## config.mk

```make
export PLATFORM = sky130hd
export DESIGN_NAME = terminal_escape_sequence_decoder_flat
export DESIGN_NICKNAME = d
export VERILOG_FILES = /design/src/sv/tesd_pkg.sv /design/src/sv/tesd_if.sv /design/src/sv/tesd_decode.sv /design/src/sv/terminal_escape_sequence_decoder.sv /design/src/flat_wrapper.sv
export SDC_FILE = /design/constraint.sdc
export NUM_CORES = 1
export LEC_CHECK = 0
export ABC_CLOCK_PERIOD_IN_PS = 3290
export BUFFER_PORTS_ARGS = -buffer_cell sky130_fd_sc_hd__buf_2
export CORE_MARGIN = 5
export CORE_UTILIZATION = 25
export CTS_BUF_LIST = sky130_fd_sc_hd__clkbuf_4 sky130_fd_sc_hd__clkbuf_8 sky130_fd_sc_hd__clkbuf_16
export CTS_CLUSTER_DIAMETER = 120
export DETAILED_ROUTE_END_ITERATION = 16
export MAX_ROUTING_LAYER = met4
export PLACE_DENSITY = 0.47
export SLEW_MARGIN = 20
export SYNTH_ARGS = -nofsm -noshare
export SYNTH_HDL_FRONTEND = slang
export SYNTH_SLANG_ARGS = --single-unit
export TNS_END_PERCENT = 5
```

## constraint.sdc

```tcl
create_clock -name clk -period 3.29 [get_ports clk]
set_input_delay 0.329 -clock clk [delete_from_list [all_inputs] [get_ports clk]]
set_output_delay 0.329 -clock clk [all_outputs]
set_load 0.02 [all_outputs]
```

## src/sv/tesd_pkg.sv

```systemverilog
// Package for the terminal escape sequence decoder.
// Holds the phase type, result kinds, byte constants and the result struct.
// It has no dependencies.
package tesd_pkg;

  localparam int CHAR_W  = 8;
  localparam int KIND_W  = 3;
  localparam int VALUE_W = 16;

  typedef enum logic [2:0] {
    PH_IDLE    = 3'd0,
    PH_ESC     = 3'd1,
    PH_BRACKET = 3'd2,
    PH_QUERY   = 3'd3,
    PH_KEYPAD  = 3'd4,
    PH_SS3     = 3'd5,
    PH_NUMBER  = 3'd6
  } phase_t;

  localparam logic [KIND_W-1:0] KIND_PLAIN   = 3'd0;
  localparam logic [KIND_W-1:0] KIND_CONTROL = 3'd1;
  localparam logic [KIND_W-1:0] KIND_KEY     = 3'd2;
  localparam logic [KIND_W-1:0] KIND_KEYPAD  = 3'd3;
  localparam logic [KIND_W-1:0] KIND_NUMBER  = 3'd4;

  localparam logic [CHAR_W-1:0] CH_ESC     = 8'h1B;
  localparam logic [CHAR_W-1:0] CH_SS3     = 8'h8F;
  localparam logic [CHAR_W-1:0] CH_CSI     = 8'h9B;
  localparam logic [CHAR_W-1:0] CH_DEL     = 8'h7F;
  localparam logic [CHAR_W-1:0] CH_BRACKET = 8'h5B;
  localparam logic [CHAR_W-1:0] CH_QUERY   = 8'h3F;
  localparam logic [CHAR_W-1:0] CH_UPPER_O = 8'h4F;
  localparam logic [CHAR_W-1:0] CH_ZERO    = 8'h30;
  localparam logic [CHAR_W-1:0] CH_NINE    = 8'h39;
  localparam logic [CHAR_W-1:0] CH_UPPER_A = 8'h41;
  localparam logic [CHAR_W-1:0] CH_UPPER_Z = 8'h5A;
  localparam logic [CHAR_W-1:0] CH_LOWER_A = 8'h61;
  localparam logic [CHAR_W-1:0] CH_LOWER_Z = 8'h7A;
  localparam logic [CHAR_W-1:0] CH_SPACE   = 8'h20;

  typedef struct packed {
    logic                emit;
    logic [KIND_W-1:0]   kind;
    logic [VALUE_W-1:0]  value;
  } result_t;

endpackage

```

## src/sv/tesd_if.sv

```systemverilog
// Handshake interfaces for the decoder's byte requests and result requests.
// Widths come from tesd_pkg.
interface tesd_char_if;
  logic                          valid;
  logic                          ready;
  logic [tesd_pkg::CHAR_W-1:0]   char_in;

  modport source (output valid, output char_in, input ready);
  modport sink   (input valid, input char_in, output ready);
endinterface

interface tesd_key_if;
  logic                          valid;
  logic                          ready;
  logic [tesd_pkg::KIND_W-1:0]   kind;
  logic [tesd_pkg::VALUE_W-1:0]  value;

  modport source (output valid, output kind, output value, input ready);
  modport sink   (input valid, input kind, input value, output ready);
endinterface

```

## src/sv/tesd_decode.sv

```systemverilog
// Sequence state and classification for one byte per step.
// Holds the phase and the decimal accumulator; uses tesd_pkg.
module tesd_decode #(
  parameter int NUMBER_BITS = 16
) (
  input  logic                         clk,
  input  logic                         rst,
  input  logic                         step,
  input  logic [tesd_pkg::CHAR_W-1:0]  char_in,
  output tesd_pkg::result_t            result
);

  localparam int PROD_W = NUMBER_BITS + 4;

  tesd_pkg::phase_t         phase, phase_next;
  logic [NUMBER_BITS-1:0]   acc, acc_next;

  logic              is_ctrl, is_digit, is_upper, is_lower;
  logic [3:0]        digit;
  logic [PROD_W-1:0] acc_wide, prod;

  assign is_ctrl  = (char_in < tesd_pkg::CH_SPACE) || (char_in == tesd_pkg::CH_DEL);
  assign is_digit = (char_in >= tesd_pkg::CH_ZERO) && (char_in <= tesd_pkg::CH_NINE);
  assign is_upper = (char_in >= tesd_pkg::CH_UPPER_A) && (char_in <= tesd_pkg::CH_UPPER_Z);
  assign is_lower = (char_in >= tesd_pkg::CH_LOWER_A) && (char_in <= tesd_pkg::CH_LOWER_Z);
  assign digit    = char_in[3:0];

  // Times ten as two shifts and an add; the top four bits flag overflow.
  assign acc_wide = PROD_W'(acc);
  assign prod     = (acc_wide << 3) + (acc_wide << 1) + PROD_W'(digit);

  always_comb begin
    phase_next   = phase;
    acc_next     = acc;
    result.emit  = 1'b0;
    result.kind  = tesd_pkg::KIND_PLAIN;
    result.value = tesd_pkg::VALUE_W'(char_in);
    case (phase)
      tesd_pkg::PH_ESC: begin
        if (is_ctrl) begin
          result.emit = 1'b1;
          result.kind = tesd_pkg::KIND_CONTROL;
        end else if (char_in == tesd_pkg::CH_BRACKET) begin
          phase_next = tesd_pkg::PH_BRACKET;
        end else if (char_in == tesd_pkg::CH_QUERY) begin
          phase_next = tesd_pkg::PH_QUERY;
        end else if (char_in == tesd_pkg::CH_UPPER_O) begin
          phase_next = tesd_pkg::PH_KEYPAD;
        end else begin
          result.emit = 1'b1;
          result.kind = tesd_pkg::KIND_KEY;
        end
      end
      tesd_pkg::PH_BRACKET: begin
        if (is_digit) begin
          acc_next   = NUMBER_BITS'(digit);
          phase_next = tesd_pkg::PH_NUMBER;
        end else begin
          result.emit = 1'b1;
          result.kind = tesd_pkg::KIND_KEY;
        end
      end
      tesd_pkg::PH_QUERY: begin
        result.emit = 1'b1;
        result.kind = tesd_pkg::KIND_KEYPAD;
      end
      tesd_pkg::PH_KEYPAD: begin
        result.emit = 1'b1;
        result.kind = is_upper ? tesd_pkg::KIND_KEY : tesd_pkg::KIND_KEYPAD;
      end
      tesd_pkg::PH_SS3: begin
        result.emit = 1'b1;
        result.kind = is_lower ? tesd_pkg::KIND_KEYPAD : tesd_pkg::KIND_KEY;
      end
      tesd_pkg::PH_NUMBER: begin
        if (is_digit) begin
          if (prod[PROD_W-1:NUMBER_BITS] != 4'd0) begin
            acc_next = {NUMBER_BITS{1'b1}};
          end else begin
            acc_next = prod[NUMBER_BITS-1:0];
          end
        end else begin
          result.emit  = 1'b1;
          result.kind  = tesd_pkg::KIND_NUMBER;
          result.value = tesd_pkg::VALUE_W'(acc);
        end
      end
      default: begin
        if (char_in == tesd_pkg::CH_ESC) begin
          phase_next = tesd_pkg::PH_ESC;
        end else if (char_in == tesd_pkg::CH_SS3) begin
          phase_next = tesd_pkg::PH_SS3;
        end else if (char_in == tesd_pkg::CH_CSI) begin
          phase_next = tesd_pkg::PH_BRACKET;
        end else begin
          result.emit = 1'b1;
        end
      end
    endcase
    if (result.emit) begin
      phase_next = tesd_pkg::PH_IDLE;
    end
  end

  always_ff @(posedge clk) begin
    if (rst) begin
      phase <= tesd_pkg::PH_IDLE;
      acc   <= '0;
    end else if (step) begin
      phase <= phase_next;
      acc   <= acc_next;
    end
  end

endmodule

```

## src/sv/terminal_escape_sequence_decoder.sv

```systemverilog
// Top level of the terminal escape sequence decoder.
// Uses tesd_pkg, the interfaces in tesd_if.sv and tesd_decode.
//
// The block takes one received terminal byte per request on chars and gives
// at most one classified result per byte on keys. A plain byte comes out as
// kind 0 right away; ESC, SS3 and CSI open a sequence whose bytes produce no
// result until the completing byte, which yields one result of kind 1 to 4.
// A decimal parameter after ESC [ or CSI is accumulated in NUMBER_BITS bits,
// saturating at all ones, and the byte that ends it is consumed and reported
// as kind 4 with the number (low 16 bits) as the value. A byte is captured
// in an input register, classified against the sequence state once its
// result, if any, has room, and its result is then loaded into the output
// register, from which it is offered on keys until it is taken.
// The input register, the decode step and the output register form a short
// pipeline that accepts one byte every cycle as long as the consumer takes
// results; a stalled output holds one result while one more byte waits in
// the input register. Bytes that produce no result never stall.
module terminal_escape_sequence_decoder #(
  parameter int NUMBER_BITS = 16
) (
  input logic         clk,
  input logic         rst,
  tesd_char_if.sink   chars,
  tesd_key_if.source  keys
);

  // Input register: the byte waiting to be classified.
  logic                          stage_valid;
  logic [tesd_pkg::CHAR_W-1:0]   stage_char;

  // Output register: the result waiting to be taken.
  logic                          out_valid;
  logic [tesd_pkg::KIND_W-1:0]   out_kind;
  logic [tesd_pkg::VALUE_W-1:0]  out_value;

  tesd_pkg::result_t result;
  logic              advance;

  // The staged byte is classified whenever its result, if any, has room:
  // either the output register is empty or it is being emptied now.
  assign advance     = stage_valid && (!result.emit || !out_valid || keys.ready);
  assign chars.ready = !stage_valid || advance;

  tesd_decode #(
    .NUMBER_BITS(NUMBER_BITS)
  ) u_decode (
    .clk     (clk),
    .rst     (rst),
    .step    (advance),
    .char_in (stage_char),
    .result  (result)
  );

  always_ff @(posedge clk) begin
    if (rst) begin
      stage_valid <= 1'b0;
    end else if (chars.ready) begin
      stage_valid <= chars.valid;
    end
  end

  always_ff @(posedge clk) begin
    if (chars.ready && chars.valid) begin
      stage_char <= chars.char_in;
    end
  end

  // A result leaves when taken; a new one from the decoder replaces it.
  always_ff @(posedge clk) begin
    if (rst) begin
      out_valid <= 1'b0;
    end else if (advance && result.emit) begin
      out_valid <= 1'b1;
    end else if (keys.ready) begin
      out_valid <= 1'b0;
    end
  end

  always_ff @(posedge clk) begin
    if (advance && result.emit) begin
      out_kind  <= result.kind;
      out_value <= result.value;
    end
  end

  assign keys.valid = out_valid;
  assign keys.kind  = out_kind;
  assign keys.value = out_value;

endmodule

```

## src/flat_wrapper.sv

```systemverilog
// flat-port wrapper written by rule: the top's interface ports become plain ports
module terminal_escape_sequence_decoder_flat 
#(
  parameter int NUMBER_BITS = 16
)
  (clk, rst, chars_valid, chars_char_in, chars_ready, keys_valid, keys_kind, keys_value, keys_ready);
  tesd_char_if chars_i ();
  tesd_key_if keys_i ();
  input logic clk;
  input logic rst;
  input wire logic [$bits(chars_i.valid)-1:0] chars_valid;
  input wire logic [$bits(chars_i.char_in)-1:0] chars_char_in;
  output wire logic [$bits(chars_i.ready)-1:0] chars_ready;
  output wire logic [$bits(keys_i.valid)-1:0] keys_valid;
  output wire logic [$bits(keys_i.kind)-1:0] keys_kind;
  output wire logic [$bits(keys_i.value)-1:0] keys_value;
  input wire logic [$bits(keys_i.ready)-1:0] keys_ready;
  assign chars_i.valid = chars_valid;
  assign chars_i.char_in = chars_char_in;
  assign chars_ready = chars_i.ready;
  assign keys_valid = keys_i.valid;
  assign keys_kind = keys_i.kind;
  assign keys_value = keys_i.value;
  assign keys_i.ready = keys_ready;
  terminal_escape_sequence_decoder #(.NUMBER_BITS(NUMBER_BITS)) u_core (.clk(clk), .rst(rst), .chars(chars_i), .keys(keys_i));
endmodule
```

# [After elaboration in Yosys (flattened, before gate mapping)]
# Index checks and enable logic that the tools add are counted.
# Widths: inputs -> output; s select.
[word_totals] reg_bits=48 latch_bits=0 ram_bits=0 romBits=0 input_bits=12 output_inout_bits=21 word_cells=89 memories=0
[classes] n_addsub=2 multipliers=0 div=0 order_cmp=7 eq_ne=19 n_shift=0 mux=30 bitwise=1 n_reduce_logical=22
[ops] op="$mux 16" count=3
[ops] op="$pmux 16 s2" count=1
[ops] op="$mux 3" count=9
[ops] op="$eq 8x7->1 const B" count=3
[ops] op="$add 19x17->20" count=1
[ops] op="$add 20x4->20" count=1
[ops] op="$mux 20" count=1
[ops] op="$mux 4" count=5
[ops] op="$pmux 3 s6" count=1
[ops] op="$eq 8x8->1 const B" count=2
[ops] op="$ge 8x7->1 const B" count=2
[ops] op="$le 8x7->1 const B" count=2
[ops] op="$eq 3x3->1 const B" count=3
[ops] op="$pmux 3 s3" count=1
[ops] op="$eq 8x5->1 const B" count=1
[ops] op="$eq 8x6->1 const B" count=1
[ops] op="$ge 8x6->1 const B" count=1
[ops] op="$le 8x6->1 const B" count=1
[ops] op="$lt 8x6->1 const B" count=1
[ops] op="$mux 8" count=1
[ops] op="$mux 1" count=7
[ops] op="$eq 3x2->1 const B" count=2
[ops] op="$logic_and 1x1->1" count=6
[ops] op="$ne 3x2->1 const B" count=2
[ops] op="16 further kinds" count=23

# [Depth between registers and ports, before layout]
# Gate-level depths: netlist of the first run.
[logic_depth] word_depth=12 depth_mapped=12

# [Cells and area by module]
# A second synthesis of the first run with hierarchy kept.
[hier_totals] cells_unflattened=362 area_unflattened_um2=3422.0
[modules_own_cells] module="tesd_decode" n_inst=1 cells_each=323 area_per_inst_um2=2507.4 seq_area_each_um2=380.4
[modules_own_cells] module="terminal_escape_sequence_decoder" n_inst=1 cells_each=39 area_per_inst_um2=914.6 seq_area_each_um2=850.8

# [Worst setup path before layout of the first run]
# OpenSTA, ideal clock, no wires.
[synth_path] path_kind="register -> register" from="register u_core.stage_char[3] (netlist name)" to="register u_core.u_decode.acc[10]" t_arrival_ns=2.874 setup_slack_ns=0.282 stages_incl_launch_ff=12 synth_period_minus_slack_ns=3.008 path_cell_list="edfxtp_1 > fa_1 > inv_1 > fa_1 > nand2b_1 > a21oi_1 > nor2b_1 > o311ai_1 > xor2_1 > nor4_4 > buf_6 > a31oi_1"
[synth_between] elab_chain_len=11 word_cells_on_any_way=34 cone_classes="add/sub: 1; order compare: 3; eq/ne: 9; mux: 13; reduce/logical: 8"
[synth_lines] element="start, declared" line="terminal_escape_sequence_decoder.sv:29" source="logic [tesd_pkg::CHAR_W-1:0] stage_char;"
[synth_lines] element="start signal, assigned" line="terminal_escape_sequence_decoder.sv:64" source="stage_char <= chars.char_in;"
[synth_lines] element="branches (longest 11 deep; another with $add 20x4->20)"
[synth_lines] element="end signal, assigned" line="tesd_decode.sv:111" source="acc <= acc_next;"
[synth_lines] element="end, declared" line="tesd_decode.sv:16" source="logic [NUMBER_BITS-1:0] acc, acc_next;"
# Parallel ways; which one is timed is not known. The select of a mux whose other input is x is not followed.
# A chain may end at the register's enable or synchronous reset.

# [Worst setup path in the final report of the first run]
[layout_path] from="register u_core.u_decode.acc[2]" to="register u_core.u_decode.acc[3]"
[layout_between] elab_chain_len=6
[layout_lines] element="$add 19x17->20 (*)" line="tesd_decode.sv:30" source="assign prod = (acc_wide << 3) + (acc_wide << 1) + PROD_W'(digit);"
[layout_lines] element="$add 20x4->20 (*)" line="tesd_decode.sv:30"
[layout_lines] element="$reduce_bool 4->1" line="tesd_decode.sv:77" source="if (prod[PROD_W-1:NUMBER_BITS] != 4'd0) begin"
[layout_lines] element="$mux 16 (*)" line="tesd_decode.sv:77"
[layout_lines] element="$mux 16 (*)" line="tesd_decode.sv:76" source="if (is_digit) begin"
[layout_lines] element="$pmux 16 s2 (*)" line="tesd_decode.sv:38" source="case (phase)"
# Every way passes the cells marked *; elsewhere a longest branch is shown, timed or not. The select of a mux whose other input is x is not followed.

==> flow_summary.yaml, run 1 <==
run_status:
  outcome: "complete, no violations"
synth:
  synth_seq_area_share_pct: 38.1
  avgSynthCellArea_sq_um: 9.48
  synth_edf_count: 27
  yosys_warnings: 0
  syn_nets: 386
  synth_area_sq_um: 3230
  ys.flop_type: "edfxtp_1"
  synth_cell_types: 56
  async_reset_ff_share_pct: 0
  ys_seq_elements: 48
  syn_inst: 341
worst_hold_path:
  hp-start: "chars_char_in[4]"
  holdPathStages: 1
  whs_endpoint: "u_core.stage_char[4]$_DFFE_PP_"
  hold_class: "input port to flip-flop"
finish:
  multi_input_comb_area_sq_um: 1900
  area_growth_pct: 18.8
  layout.cells.most_common: "buf_2"
  drive_gt1_share_pct: 19.8
  regArea_sq_um: 1230
  layout_common_cells: "32 x buf_2, 31 x ha_1, 28 x nand2_1"
  fin_util_pct: 30.3
  fill_cells: 1348
  final_net_count: 422
  diodes: 0
worst_setup_path:
  reg2reg_depth: 10
  arrival_ps: 3230
  crit_required_ps: 3450
  rrSetupSlack_ps: 220
  critPathCaptureType: "flip-flop"
  path_class: "flip-flop to flip-flop"
  timing.rr.end: "u_core.u_decode.acc[3]$_SDFFE_PP0P_"
  worst_r2r_startpoint: "u_core.u_decode.acc[2]$_SDFFE_PP0P_"
  startpoint: "u_core.u_decode.acc[2]$_SDFFE_PP0P_"
  worst_setup_path_start_kind: "flip-flop"
  crit_fanout: 10
sta:
  setup_viol: 0
  layout_setup_ws_ps: 218
  tightest_slew_ps: 720
  hold_ws_ps: 208
  hold_viol: 0
  drv_slew: 0
  rsz0062_at_grt: "no"
  slew-limit-headroom_pct: 51.8
  setup_tns_ps: 0
  timing.final.crit_share_pct: 93.4
  clock_skew_ps: 8.94
  post-route-min-period_ps: 3070
  max_freq_mhz: 326
clocking:
  cts_resized: 0
  cts-root-buf: "clkbuf_16"
  clock_latency_ps: 300
  cts_made_buffers: 5
  numClockSinks: 48
  post_cts_buffers: 0
  cts.hold.buffers_added: 0
  cts_tree: "done"
  htree_levels: 2
  clk_pin_slew_worst_paths_ps: 70
  clk_path_buf_depth: 2
routing:
  routedWlPerCell_microns: 14.7
  num_vias: 2661
  drt-vias-per-instance: 4.84
  post-route-drc-count: 0
  first_iter_violations: 190
  first_pass_iters: 4
  routed_wl_microns: 8080
  drtAntennaViolNets: 0
placement:
  place_hpwl_microns: 6320
  place_ws_ps: 118
  port_buffers: 32
  routabilityCongestion: 0.830
floorplan:
  core_area_sq_um: 12700
  die_area_sq_um: 15300
  ioPinCount: 33
  die_w_microns: 124
  rows: 41
  start_util_pct: 25.5
  die_height_microns: 124
global_routing:
  grt_start_max_net_pins: 18
  antenna_found_initial: 0
  grt_pass1_vias: 2562
  grt_pass1_wl_microns: 13300
  gr-usage-all-layers_pct: 11.3
  overflow: 0
run:
  max-cap-violations: 0
power:
  leakage_uw: 0.00159
  p_per_area_nw_per_um2: 351
  p_total_uw: 1350
  vdd_ir_drop_max_v: 0.000166
[Yosys cell counts (2+ instances only)]
library cell	count	share of area, %
ha_1	31	12
nand2_1	28	3.3
edfxtp_1	27	25
a21oi_1	25	3.9
o21ai_0	22	3.4
dfxtp_1	21	13
nor2_1	19	2.2
a31oi_1	15	2.9
inv_1	13	1.5
clkbuf_1	12	1.4
nor3_1	10	1.5
a21o_1	8	1.9
xor2_1	8	2.2
and2_1	7	1.4
nand2b_1	7	1.4
xnor2_1	7	1.9
mux2_2	6	2.1
nand3_1	6	0.93
and3_1	4	0.77
buf_2	4	0.62
nor2b_1	4	0.77
o211ai_1	4	0.93
o21a_1	4	0.93
or3_1	4	0.77
a211oi_1	3	0.70
nor4b_1	3	0.81
o21bai_1	3	0.70
a211oi_2	2	0.77
fa_1	2	1.2
nand3b_1	2	0.46
nor3b_1	2	0.46
nor4_1	2	0.39
o311ai_1	2	0.54
o41ai_1	2	0.54
[cell families after synthesis]
logic type | synth area share [%]
compound gates | 21.1
xor+xnor | 4.06
flops | 38.1
fa+ha+maj | 13.2
buf+inv | 4.02
simple gates | 17.1
mux | 2.40
[through the flow]
step / instance area (sq um) / std cells
6_report: 3840 / 550
5_1_grt: 3840 / 550
4_1_cts: 3810 / 550
3_5_place_dp: 3640 / 542
3_3_place_gp: 3640 / 542
2_1_floorplan: 3230 / 341
[cell type report]
type,count,area share [%]
Timing Repair Buffer,47,7.20
Clock inverter,2,0.912
Sequential cell,48,32.1
Clock buffer,6,3.45
Inverter,13,1.27
Tap cell,172,5.60
Multi-Input combinational cell,262,49.5
[critical path: stages, from the launching register on]
cell and delay, ps:
dfxtp_1 420, fa_1 460, ha_1 340, a211oi_2 220, o21ai_2 110, a311oi_1 400
o21ai_0 170, nor3b_1 210, nor4_4 300, buf_6 180, a41oi_1 110
[metal layers]
layer	routed length, microns	part of all wire (%)	up-vias	GRT usage [%]
met2	3720	46	51	17.1
met3	291	3.6	12	1.36
met4	133	1.6	0	3.53
met5	0	0	-	-
li1	-	-	1345	-
met1	3930	49	1253	15.7
[worst max path at each step]
stage	end	slack, ps	depth (start not counted)
3_3_place_gp	u_core.u_decode.acc[14]$_SDFFE_PP0P_	150	10
6_report	u_core.u_decode.acc[3]$_SDFFE_PP0P_	220	10
5_1_grt	u_core.u_decode.acc[3]$_SDFFE_PP0P_	20	10
3_5_place_dp	u_core.u_decode.acc[14]$_SDFFE_PP0P_	120	10
4_1_cts	u_core.u_decode.acc[14]$_SDFFE_PP0P_	110	10
2_1_floorplan	u_core.u_decode.acc[10]$_SDFFE_PP0P_	280	11
[sequential cells by signal, indices dropped and copies added (netlist names)]
register,count
u_core.keys.value,16
u_core.u_decode.acc,16
u_core.stage_char,8
u_core.keys.kind,3
u_core.u_decode.phase,3
u_core.keys.valid,1
u_core.stage_valid,1
[where the power goes]
group / switching [uW] / internal, uW
Sequential: 10.4 / 652
Clock: 230 / 366
Combinational: 56.4 / 34.6
No activity file was read; power rests on OpenSTA's default activity.
==> run 2, diff against run 1 <==
Settings changed: CELL_PAD_IN_SITES_DETAIL_PLACEMENT set to 1, CELL_PAD_IN_SITES_GLOBAL_PLACEMENT set to 1, CORE_ASPECT_RATIO set to 2, PLACE_DENSITY 0.47 to 0.56.
==> run 2 against run 1 <==
Net effect:
- via count rose by 3.5%
- total power fell by 6.1%
- worst hold slack improved by 4.6 ps
- highest routed layer unchanged
==> flow_summary.yaml, run 2 (same netlist as run 1, synthesis figures left out) <==
worst_setup_path:
  path_class: "flip-flop to flip-flop"
  arrival_ps: 3360
  worst_setup_path_start_kind: "flip-flop"
  crit_fanout: 7
  crit_required_ps: 3440
  reg2reg_depth: 12
  critPathCaptureType: "flip-flop"
global_routing:
  antenna_found_initial: 0
  grt_pass1_wl_microns: 16400
  gr-usage-all-layers_pct: 13.9
  overflow: 0
  grt_start_max_net_pins: 18
  grt_pass1_vias: 2976
sta:
  clock_skew_ps: 5.53
  hold_ws_ps: 212
  tightest_slew_ps: 691
  post-route-min-period_ps: 3210
  drv_slew: 0
  rsz0062_at_grt: "yes"
  hold_viol: 0
  max_freq_mhz: 311
  slew-limit-headroom_pct: 53.5
  setup_viol: 0
  timing.final.crit_share_pct: 97.6
clocking:
  clock_latency_ps: 290
  cts.hold.buffers_added: 0
  cts-root-buf: "clkbuf_16"
  numClockSinks: 48
  cts_made_buffers: 5
  clk_path_buf_depth: 2
  clk_pin_slew_worst_paths_ps: 60
  htree_levels: 2
  cts_tree: "done"
routing:
  routedWlPerCell_microns: 19.0
  num_vias: 2755
  first_iter_violations: 85
  drtAntennaViolNets: 0
  routed_wl_microns: 10200
  first_pass_iters: 4
  drt-vias-per-instance: 5.16
  post-route-drc-count: 0
finish:
  drive_gt1_share_pct: 22.9
  fin_util_pct: 31.0
  layout.cells.most_common: "buf_2"
  fill_cells: 1472
  diodes: 0
  final_net_count: 429
  layout_common_cells: "32 x buf_2, 31 x ha_1, 28 x nand2_1"
  area_growth_pct: 21.1
placement:
  routabilityCongestion: 0.863
  port_buffers: 32
  place_hpwl_microns: 8380
floorplan:
  die_area_sq_um: 15400
  core_area_sq_um: 12600
  ioPinCount: 33
  start_util_pct: 25.6
  die_w_microns: 90.4
  rows: 58
  die_height_microns: 171
power:
  vdd_ir_drop_max_v: 0.000215
  leakage_uw: 0.00165
  p_per_area_nw_per_um2: 324
run:
  max-cap-violations: 0
run_status:
  outcome: "complete, no violations"
worst_hold_path:
  holdPathStages: 1
  hold_class: "input port to flip-flop"
-- run 2: final cells by class --
type	instances	area, sq um	share of cell area, %
multi-input cells	262	1950	49.8
inverters	13	48.8	1.25
clock buffers	6	139	3.55
repair buffers	54	355	9.08
well taps	150	188	4.79
clock inverters	1	3.75	0.0959
flip-flops and latches	48	1230	31.5
-- run 2: metal layers --
layer / GRT usage [%] / part of all wire, % / wire, microns
met1: 11.9 / 33 / 3350
met2: 28.7 / 62 / 6260
met3: 1.14 / 1.4 / 141
met4: 7.19 / 4.0 / 405
met5: - / 0 / 0
-- run 2: what timing repair did --
| action | 4_1_cts | 5_1_grt |
|---|---|---|
| setup buffers | 0 | 3 |
| setup endpoints to repair | 14 | 13 |
| pin swaps | 0 | 5 |
| gates cloned | 0 | 1 |
| gates resized for setup | 3 | 11 |
-- run 2: final timing paths --
path	start	slack, ps	end
worst max-delay path	u_core.stage_char[3]$_DFFE_PP_	80	u_core.u_decode.acc[3]$_SDFFE_PP0P_
worst min-delay path	chars_char_in[1]	210	u_core.stage_char[1]$_DFFE_PP_
worst max register to register	u_core.stage_char[3]$_DFFE_PP_	80	u_core.u_decode.acc[3]$_SDFFE_PP0P_
worst min register to register	u_core.keys.valid$_SDFFE_PP0P_	590	u_core.keys.valid$_SDFFE_PP0P_
-- run 2: metrics by stage --
step | cell area (sq um) | std cells | setup WS [ps] | total power, uW | TNS [ps]
final | 3920 | 534 | 77.6 | 1270 | 0
after CTS | 3810 | 530 | 65.9 | 1290 | 0
after floorplan | 3230 | 341 | 282 | 729 | 0
after detailed placement | 3650 | 523 | -110 | 774 | -251
after global routing | 3920 | 534 | -54.9 | 1320 | -201
after global placement | 3650 | 523 | 16.7 | 773 | 0
-- run 2: critical path, stage by stage, from the launching register on --
cell      delay, ps
edfxtp_1        420
fa_1            590
inv_1            80
fa_2            410
nand2b_4        170
a21oi_4         170
o21a_1          180
a31oi_1         110
mux2_4          340
nor4_4          210
buf_4           190
buf_12          120
a41oi_1         100
-- run 2: power breakdown --
group	switching (uW)	leakage (uW)	internal, uW
clock	212	0.0000704	296
sequential	12.9	0.000430	652
combinational	58.8	0.00115	35.9
total	284	0.00165	984
